$ cat src/rtl/gbfps_pkg.sv
// ----------------------------------------------------------------------------
// gbfps_pkg
// Sizes and codes of the grid path search block.
// ----------------------------------------------------------------------------
`timescale 1ns / 1ps
package gbfps_pkg;
  localparam int unsigned MAX_WIDTH  = 8;
  localparam int unsigned MAX_HEIGHT = 8;
  localparam int unsigned XW = 3;
  localparam int unsigned YW = 3;
  localparam int unsigned CELLS = MAX_WIDTH * MAX_HEIGHT;
  localparam int unsigned AW = XW + YW;
  localparam int unsigned CW = AW + 1;

  localparam logic [1:0] DIR_LEFT  = 2'd0;
  localparam logic [1:0] DIR_RIGHT = 2'd1;
  localparam logic [1:0] DIR_UP    = 2'd2;
  localparam logic [1:0] DIR_DOWN  = 2'd3;

  localparam logic [1:0] ST_MOVE    = 2'd0;
  localparam logic [1:0] ST_AT_GOAL = 2'd1;
  localparam logic [1:0] ST_NO_PATH = 2'd2;

  localparam logic [2:0] REG_WIDTH   = 3'd0;
  localparam logic [2:0] REG_HEIGHT  = 3'd1;
  localparam logic [2:0] REG_START_X = 3'd2;
  localparam logic [2:0] REG_START_Y = 3'd3;
  localparam logic [2:0] REG_GOAL_X  = 3'd4;
  localparam logic [2:0] REG_GOAL_Y  = 3'd5;
endpackage

$ cat src/rtl/grid_best_first_path_search_top.sv
// ----------------------------------------------------------------------------
// grid_best_first_path_search_top
// Loads a door grid and searches a greedy best-first path to the goal.
// ----------------------------------------------------------------------------
// Cells load one beat per cycle. The beat flagged last_cell starts a search
// run by one small sequencer around a single distance/compare unit: each
// expansion scans the open list entry by entry, a read and then an evaluate
// step for each, removes the chosen entry by a shift sweep of a read and a
// write step per moved entry, and tries the four neighbours in turn. The path
// is then traced back and sent out move by move. While a run is busy the
// input is stalled.
`timescale 1ns / 1ps
module grid_best_first_path_search_top import gbfps_pkg::*; (
  input  logic       clk_i,
  input  logic       rst_ni,
  input  logic       cfg_we_i,
  input  logic [2:0] cfg_idx_i,
  input  logic [3:0] cfg_data_i,
  input  logic       in_valid_i,
  output logic       in_stall_o,
  input  logic [3:0] door_mask_i,
  input  logic       last_cell_i,
  output logic       out_valid_o,
  input  logic       out_stall_i,
  output logic [1:0] move_direction_o,
  output logic [1:0] status_o,
  output logic       last_move_o
);
  localparam logic [3:0] S_IDLE  = 4'd0;
  localparam logic [3:0] S_CHECK = 4'd1;
  localparam logic [3:0] S_SC_RD = 4'd2;
  localparam logic [3:0] S_SC_EV = 4'd3;
  localparam logic [3:0] S_DOOR  = 4'd4;
  localparam logic [3:0] S_SH_RD = 4'd5;
  localparam logic [3:0] S_SH_WR = 4'd6;
  localparam logic [3:0] S_NEIGH = 4'd7;
  localparam logic [3:0] S_TR_RD = 4'd8;
  localparam logic [3:0] S_TR_EV = 4'd9;
  localparam logic [3:0] S_PO_RD = 4'd10;
  localparam logic [3:0] S_PO_EV = 4'd11;
  localparam logic [3:0] S_STAT  = 4'd12;

  logic [3:0] state_q, state_d;
  logic [3:0] w_q, h_q;
  logic [XW-1:0] sx_q, gx_q;
  logic [YW-1:0] sy_q, gy_q;
  logic [CW-1:0] load_q, load_d, cnt_q, cnt_d, n_q, n_d;
  logic [AW-1:0] i_q, i_d, best_q, best_d, d_q, d_d, r_q, r_d;
  logic [AW-1:0] bxy_q, bxy_d;
  logic [3:0] bestd_q, bestd_d;
  logic [1:0] nb_q, nb_d, stat_q, stat_d;
  logic [XW-1:0] cx_q, cx_d;
  logic [YW-1:0] cy_q, cy_d;
  logic [CELLS-1:0] seen_q, seen_d;
  logic       ov_q, ov_d, olast_q, olast_d;
  logic [1:0] odir_q, odir_d, ost_q, ost_d;

  logic [3:0] door_mem [CELLS];
  logic [1:0] par_mem  [CELLS];
  logic [AW-1:0] q_mem [CELLS];
  logic [1:0] path_mem [CELLS];
  logic [3:0] door_rd_q;
  logic       loaded_q;
  logic [1:0] par_rd_q, path_rd_q;
  logic [AW-1:0] q_rd_q;

  logic          door_we, door_re, par_we, q_we, path_we;
  logic [AW-1:0] door_wa, par_wa, q_wa, q_ra, par_ra, path_wa, path_ra;
  logic [1:0]    par_wd, path_wd;
  logic [AW-1:0] q_wd;

  logic [3:0] w_eff, h_eff;
  logic [CW-1:0] cells;
  logic [CW-1:0] blin;
  logic [XW-1:0] qx, nx;
  logic [YW-1:0] qy, ny;
  logic [3:0] qd;
  logic       take, nb_ok, out_ok;
  logic [1:0] nb_code;
  logic [3:0] door_eff;

  assign w_eff = (w_q == 4'd0) ? 4'd1 : ((w_q > 4'(MAX_WIDTH)) ? 4'(MAX_WIDTH) : w_q);
  assign h_eff = (h_q == 4'd0) ? 4'd1 : ((h_q > 4'(MAX_HEIGHT)) ? 4'(MAX_HEIGHT) : h_q);
  assign cells = CW'(w_eff * h_eff);
  assign blin  = CW'(bxy_q[AW-1:XW] * w_eff) + CW'(bxy_q[XW-1:0]);
  assign qx = q_rd_q[XW-1:0];
  assign qy = q_rd_q[AW-1:XW];
  assign qd = 4'((qx > gx_q) ? qx - gx_q : gx_q - qx) +
              4'((qy > gy_q) ? qy - gy_q : gy_q - qy);
  assign take = (i_q == '0) || (qd < bestd_q);
  assign out_ok = !ov_q || !out_stall_i;
  assign door_eff = loaded_q ? door_rd_q : 4'd0;

  always_comb begin
    nx = bxy_q[XW-1:0];
    ny = bxy_q[AW-1:XW];
    nb_ok = 1'b0;
    nb_code = DIR_UP;
    unique case (nb_q)
      2'd0: begin
        ny = ny - 1'b1;
        nb_ok = door_eff[1] && (bxy_q[AW-1:XW] != '0);
        nb_code = DIR_UP;
      end
      2'd1: begin
        ny = ny + 1'b1;
        nb_ok = door_eff[3] && ((4'(bxy_q[AW-1:XW]) + 4'd1) < h_eff);
        nb_code = DIR_DOWN;
      end
      2'd2: begin
        nx = nx - 1'b1;
        nb_ok = door_eff[2] && (bxy_q[XW-1:0] != '0);
        nb_code = DIR_LEFT;
      end
      default: begin
        nx = nx + 1'b1;
        nb_ok = door_eff[0] && ((4'(bxy_q[XW-1:0]) + 4'd1) < w_eff);
        nb_code = DIR_RIGHT;
      end
    endcase
  end

  always_comb begin
    state_d = state_q; load_d = load_q; cnt_d = cnt_q; n_d = n_q;
    i_d = i_q; best_d = best_q; d_d = d_q; r_d = r_q; bxy_d = bxy_q;
    bestd_d = bestd_q; nb_d = nb_q; stat_d = stat_q; cx_d = cx_q; cy_d = cy_q;
    seen_d = seen_q;
    ov_d = ov_q && out_stall_i; odir_d = odir_q; ost_d = ost_q; olast_d = olast_q;
    door_we = 1'b0; door_wa = load_q[AW-1:0]; door_re = 1'b0;
    par_we = 1'b0; par_wa = {ny, nx}; par_wd = nb_code; par_ra = {cy_q, cx_q};
    q_we = 1'b0; q_wa = '0; q_wd = '0; q_ra = i_q;
    path_we = 1'b0; path_wa = n_q[AW-1:0]; path_wd = par_rd_q;
    path_ra = AW'(n_q - CW'(r_q) - CW'(1));
    unique case (state_q)
      S_IDLE: begin
        if (in_valid_i) begin
          if (load_q < cells) begin
            door_we = 1'b1;
            load_d = load_q + 1'b1;
          end
          if (last_cell_i) state_d = S_CHECK;
        end
      end
      S_CHECK: begin
        if ((4'(sx_q) >= w_eff) || (4'(sy_q) >= h_eff)) begin
          stat_d = ST_NO_PATH; state_d = S_STAT;
        end else if ((sx_q == gx_q) && (sy_q == gy_q)) begin
          stat_d = ST_AT_GOAL; state_d = S_STAT;
        end else begin
          seen_d = '0;
          seen_d[{sy_q, sx_q}] = 1'b1;
          q_we = 1'b1; q_wa = '0; q_wd = {sy_q, sx_q};
          cnt_d = CW'(1); i_d = '0; state_d = S_SC_RD;
        end
      end
      S_SC_RD: state_d = S_SC_EV;
      S_SC_EV: begin
        if (take) begin
          best_d = i_q; bestd_d = qd; bxy_d = q_rd_q;
        end
        if (CW'(i_q) + CW'(1) == cnt_q) begin
          if (bestd_d == 4'd0) begin
            cx_d = bxy_d[XW-1:0]; cy_d = bxy_d[AW-1:XW];
            n_d = '0; state_d = S_TR_RD;
          end else begin
            state_d = S_DOOR;
          end
        end else begin
          i_d = i_q + 1'b1; state_d = S_SC_RD;
        end
      end
      S_DOOR: begin
        door_re = 1'b1; d_d = best_q; state_d = S_SH_RD;
      end
      S_SH_RD: begin
        q_ra = d_q + 1'b1;
        if (CW'(d_q) + CW'(1) < cnt_q) begin
          state_d = S_SH_WR;
        end else begin
          cnt_d = cnt_q - 1'b1; nb_d = 2'd0; state_d = S_NEIGH;
        end
      end
      S_SH_WR: begin
        q_we = 1'b1; q_wa = d_q; q_wd = q_rd_q;
        d_d = d_q + 1'b1; state_d = S_SH_RD;
      end
      S_NEIGH: begin
        if (nb_ok && !seen_q[{ny, nx}]) begin
          seen_d[{ny, nx}] = 1'b1;
          par_we = 1'b1;
          q_we = 1'b1; q_wa = cnt_q[AW-1:0]; q_wd = {ny, nx};
          cnt_d = cnt_q + 1'b1;
        end
        nb_d = nb_q + 1'b1;
        if (nb_q == 2'd3) begin
          i_d = '0;
          if (cnt_d == '0) begin
            stat_d = ST_NO_PATH; state_d = S_STAT;
          end else begin
            state_d = S_SC_RD;
          end
        end
      end
      S_TR_RD: begin
        if (((cy_q == sy_q) && (cx_q == sx_q)) || (n_q >= cells)) begin
          r_d = '0; state_d = S_PO_RD;
        end else begin
          state_d = S_TR_EV;
        end
      end
      S_TR_EV: begin
        path_we = 1'b1;
        n_d = n_q + 1'b1;
        unique case (par_rd_q)
          DIR_LEFT:  cx_d = cx_q + 1'b1;
          DIR_RIGHT: cx_d = cx_q - 1'b1;
          DIR_UP:    cy_d = cy_q + 1'b1;
          default:   cy_d = cy_q - 1'b1;
        endcase
        state_d = S_TR_RD;
      end
      S_PO_RD: state_d = S_PO_EV;
      S_PO_EV: begin
        if (out_ok) begin
          ov_d = 1'b1; odir_d = path_rd_q; ost_d = ST_MOVE;
          olast_d = (CW'(r_q) + CW'(1) == n_q);
          if (olast_d) begin
            load_d = '0; state_d = S_IDLE;
          end else begin
            r_d = r_q + 1'b1; state_d = S_PO_RD;
          end
        end
      end
      S_STAT: begin
        if (out_ok) begin
          ov_d = 1'b1; odir_d = DIR_LEFT; ost_d = stat_q; olast_d = 1'b1;
          load_d = '0; state_d = S_IDLE;
        end
      end
      default: state_d = S_IDLE;
    endcase
  end

  always_ff @(posedge clk_i or negedge rst_ni) begin
    if (!rst_ni) begin
      state_q <= S_IDLE;
      w_q <= 4'd1; h_q <= 4'd1;
      sx_q <= '0; sy_q <= '0; gx_q <= '0; gy_q <= '0;
      load_q <= '0; cnt_q <= '0; seen_q <= '0; ov_q <= 1'b0;
    end else begin
      state_q <= state_d;
      load_q <= load_d; cnt_q <= cnt_d; seen_q <= seen_d; ov_q <= ov_d;
      if (cfg_we_i) begin
        unique case (cfg_idx_i)
          REG_WIDTH:   w_q <= cfg_data_i;
          REG_HEIGHT:  h_q <= cfg_data_i;
          REG_START_X: sx_q <= cfg_data_i[XW-1:0];
          REG_START_Y: sy_q <= cfg_data_i[YW-1:0];
          REG_GOAL_X:  gx_q <= cfg_data_i[XW-1:0];
          REG_GOAL_Y:  gy_q <= cfg_data_i[YW-1:0];
          default: ;
        endcase
      end
    end
  end

  always_ff @(posedge clk_i) begin
    n_q <= n_d; i_q <= i_d; best_q <= best_d; d_q <= d_d; r_q <= r_d;
    bxy_q <= bxy_d; bestd_q <= bestd_d; nb_q <= nb_d; stat_q <= stat_d;
    cx_q <= cx_d; cy_q <= cy_d;
    odir_q <= odir_d; ost_q <= ost_d; olast_q <= olast_d;
  end

  always_ff @(posedge clk_i) begin
    if (door_we) door_mem[door_wa] <= door_mask_i;
    if (door_re) begin
      door_rd_q <= door_mem[blin[AW-1:0]];
      loaded_q  <= blin < load_q;
    end
    if (par_we) par_mem[par_wa] <= par_wd;
    par_rd_q <= par_mem[par_ra];
    if (q_we) q_mem[q_wa] <= q_wd;
    q_rd_q <= q_mem[q_ra];
    if (path_we) path_mem[path_wa] <= path_wd;
    path_rd_q <= path_mem[path_ra];
  end

  assign in_stall_o       = (state_q != S_IDLE);
  assign out_valid_o      = ov_q;
  assign move_direction_o = odir_q;
  assign status_o         = ost_q;
  assign last_move_o      = olast_q;
endmodule

$ cat config.mk
export PLATFORM = sky130hd
export DESIGN_NAME = grid_best_first_path_search_top
export DESIGN_NICKNAME = d
export VERILOG_FILES = /design/src/rtl/gbfps_pkg.sv /design/src/rtl/grid_best_first_path_search_top.sv
export SDC_FILE = /design/constraint.sdc
export NUM_CORES = 2
export LEC_CHECK = 0
export BUFFER_PORTS_ARGS = -buffer_cell sky130_fd_sc_hd__buf_4
export CAP_MARGIN = 20
export CORE_MARGIN = 2
export CORE_UTILIZATION = 50
export CTS_CLUSTER_SIZE = 8
export DETAILED_ROUTE_END_ITERATION = 6
export GPL_ROUTABILITY_DRIVEN = 0
export HOLD_SLACK_MARGIN = 0.06
export MAX_ROUTING_LAYER = met4
export PLACE_DENSITY = 0.66
export SLEW_MARGIN = 20
export SYNTH_ARGS = -nofsm -noshare
export SYNTH_HDL_FRONTEND = slang
export SYNTH_SLANG_ARGS = --single-unit
$ cat constraint.sdc
create_clock -name clk_i -period 6.67 [get_ports clk_i]
set_input_delay 0.667 -clock clk_i [delete_from_list [all_inputs] [get_ports clk_i]]
set_output_delay 0.667 -clock clk_i [all_outputs]
set_load 0.1 [all_outputs]
==> results.toml <==
[run_status]
status = "finished, violations left"
violations = "DRC"

[timing]
max_slew_margin = 0.2101
setup_viol = 0
finClkSkew_ns = 0.03973
period_needed_ns = 6.311
setup_tns_ns = 0
hold_viol = 0
timing.hold.ws_ns = 0.1710
slew_viol_final = 0
grt_setup_unrepaired = "false"
timing_worst_slew_pin_value_ns = 1.176
max_freq_mhz = 158.4
finalCritPeriodShare = 0.9462

[route]
wirelength_mm = 118.9
avgViaCountPerCell = 6.331
dr.max_layer_used = "met4"
drt_pre_antenna_iters = 7
met2_length_mm = 57.62
met1Wirelength_mm = 48.53
final_antenna_net_count = 0
drt_iter0_drc = 3385
routedWlPerCell_um = 25.99
wl_met3_mm = 9.400
num_vias = 28950
drcViolationCount = 7

[die]
rows = 113
initial_utilization = 0.5056
dieArea_sq_um = 98860
core_area_sq_um = 95290
die-height_um = 314.4
die_w_um = 314.4
io_pins = 24

[synth]
syn_inst = 3182
async_flop_share = 0.09626
postSynthNetCount = 3314
synth_warnings = 0
synth_cell_types = 78
synth_common_cells = "957 x edfxtp_1, 343 x nor2_1, 262 x mux4_2"
synth_flop_cell = "edfxtp_1"
yosysSeqAreaShare = 0.6542
syn-cell-area_sq_um = 48180
synth-edff-count = 957
synth_top_area_frac = 0.5965
synth_top_area_cell = "edfxtp_1"
ys_ff_latch = 1070
syn_area_per_cell_sq_um = 15.14
netlist_top_cells_area = "edfxtp_1 60%, mux4_2 12%, dfrtp_1 5.2%"
synthMostInstantiatedCell = "edfxtp_1"

[final_layout]
layout.nets = 3367
nFillCells = 7245
drive_gt1_frac = 0.1754
final_cells = 4573
area_growth_pct = 12.83
utilization = 0.5705

[worst_setup_path]
critical_path_arrival_ns = 6.68
startpoint = "nb_q[0]"
worstSetupStartpointType = "flop"
crit_required_ns = 7.04
rr_worst_depth = 16
reg2reg_slack_ns = 0.36
reg2reg_from = "nb_q[0]"
max_stage_delay_ns = 0.65
crit_chain = "inv_1 > ha_1 > fa_1 > xnor2_1 > o21ai_1 > nand2_1 > mux4_2 > a2111o_1 > nor4_2 > nand2_1 > inv_1 > ha_1 > a22oi_1 > a31oi_1 > nand2b_1 > nor2_1"
crit_path_end = "q_mem[57][4]"
r2r_end = "q_mem[57][4]"
critPathKind = "flop to flop"
worst_path_max_delay_cell = "xnor2_1"
end_kind = "flop"
cp_max_fo = 12

[clock_network]
clock_latency_ns = 0.76
cts-root-buf = "clkbuf_16"
clk_pin_slew_ns = 0.06
clockBufferDepth = 3
cts.sinks = 1070
tritoncts = "built"
cts_buffers = 152
h-tree-depth = 4

[placed_design]
dp.cells = 4344
place_hpwl_mm = 74.56
io_buffers = 23

[global_route]
grt_max_degree = 97
grt_usage = 0.2500
first_global_vias = 29560
antenna_found_initial = 1
grt_overflow = 0
grt_pass1_wl_mm = 181.1

[flow_run]
drv_cap = 0

[pwr]
ir_drop_v = 0.0003759
power-per-cell-area_nw_per_um2 = 488.0
leakagePower_nw = 18.29
power_w = 0.02653

[worst_hold_path]
hp-class = "input pin to flop"
-- worst min-delay path by stage --
stage | cells after the start | slack [ns] | startpoint | endpoint
after floorplan | 0 | 0.37 | rst_ni | cnt_q[0]
after global placement | 1 | 0.51 | path_rd_q[0] | move_direction_o[0]
after detailed placement | 2 | 0.51 | best_q[1] | d_q[1]
after CTS | 3 | 0.13 | cfg_data_i[3] | h_q[3]
after global routing | 3 | 0.17 | cfg_data_i[3] | w_q[3]
final | 3 | 0.17 | cfg_data_i[3] | h_q[3]
-- cells in the final DEF (no fill, tap or decap), types with 59 or more instances in the layout --
cell	instances
a21oi_1	209
buf_4	67
clkbuf_16	153
dfrtp_1	101
edfxtp_1	957
ha_1	92
inv_1	92
mux4_2	262
nand2_1	163
nand3_1	59
nor2_1	341
o21ai_0	107
-- kinds of logic after synthesis --
| family | synth area share |
|---|---|
| xor gates and xnor gates | 0.01363 |
| and+or+nand+nor | 0.07575 |
| adders and majority gates | 0.03298 |
| DFF | 0.6542 |
| AOI/OAI and AO/OA | 0.06690 |
| muxes | 0.1350 |
| buffers and inverters | 0.02158 |
-- per-stage QoR --
stage | area, sq um | setup slack (ns)
after global placement | 49890 | 0.6185
after CTS | 54300 | 0.2687
after global routing | 54360 | 0.07708
after detailed placement | 49900 | 0.3020
after floorplan | 48180 | -0.2163
final | 54360 | 0.3586
-- area by class of cell --
type / count / area [sq um] / area share
sequential: 1070 / 31520 / 0.5798
timing repair buffer: 76 / 680.7 / 0.01252
antenna: 2 / 5.005 / 0.00009206
tap: 1265 / 1583 / 0.02912
multi-input combinational: 1840 / 15830 / 0.2912
clock buffer: 209 / 4049 / 0.07448
clock inverter: 16 / 337.8 / 0.006214
inverter: 95 / 356.6 / 0.006560
-- power by group --
part           total, W  internal (W)  switching, W  leakage [nW]
Sequential      0.00894       0.00840      0.000543          10.2
Combinational    0.0105       0.00414       0.00637          6.03
Clock           0.00709       0.00425       0.00284          2.10
-- sequential cells by signal, summed over array words and instances (netlist names), 6 cells and up --
signal / cells
best_q: 6
bxy_q: 6
cnt_q: 7
d_q: 6
door_mem: 256
i_q: 6
load_q: 7
n_q: 7
par_mem: 128
path_mem: 128
q_mem: 384
q_rd_q: 6
r_q: 6
seen_q: 64
-- timing repair --
action                                  CTS  global route
gates resized for setup                   0             1
hold endpoints to repair                 48             0
hold buffers                              1             0
endpoints found under the setup margin    0           144
setup buffers                             0             0
-- worst max-delay path: cells and delay by family (launching register included) --
kind / cells / cell delay [ns]
adders and majority gates: 3 / 0.86
xor gates and xnor gates: 1 / 0.65
and+or+nand+nor: 5 / 2.10
DFF: 1 / 0.42
buffers and inverters: 2 / 0.20
AOI/OAI and AO/OA: 4 / 1.36
muxes: 1 / 0.34
-- metal layers --
layer	vias up	GRT usage
met2	1493	0.3931
met1	14780	0.3342
li1	12420	-
met4	0	0.07955
met3	262	0.04440
met5	-	-
(Power assumes the default switching activity.)
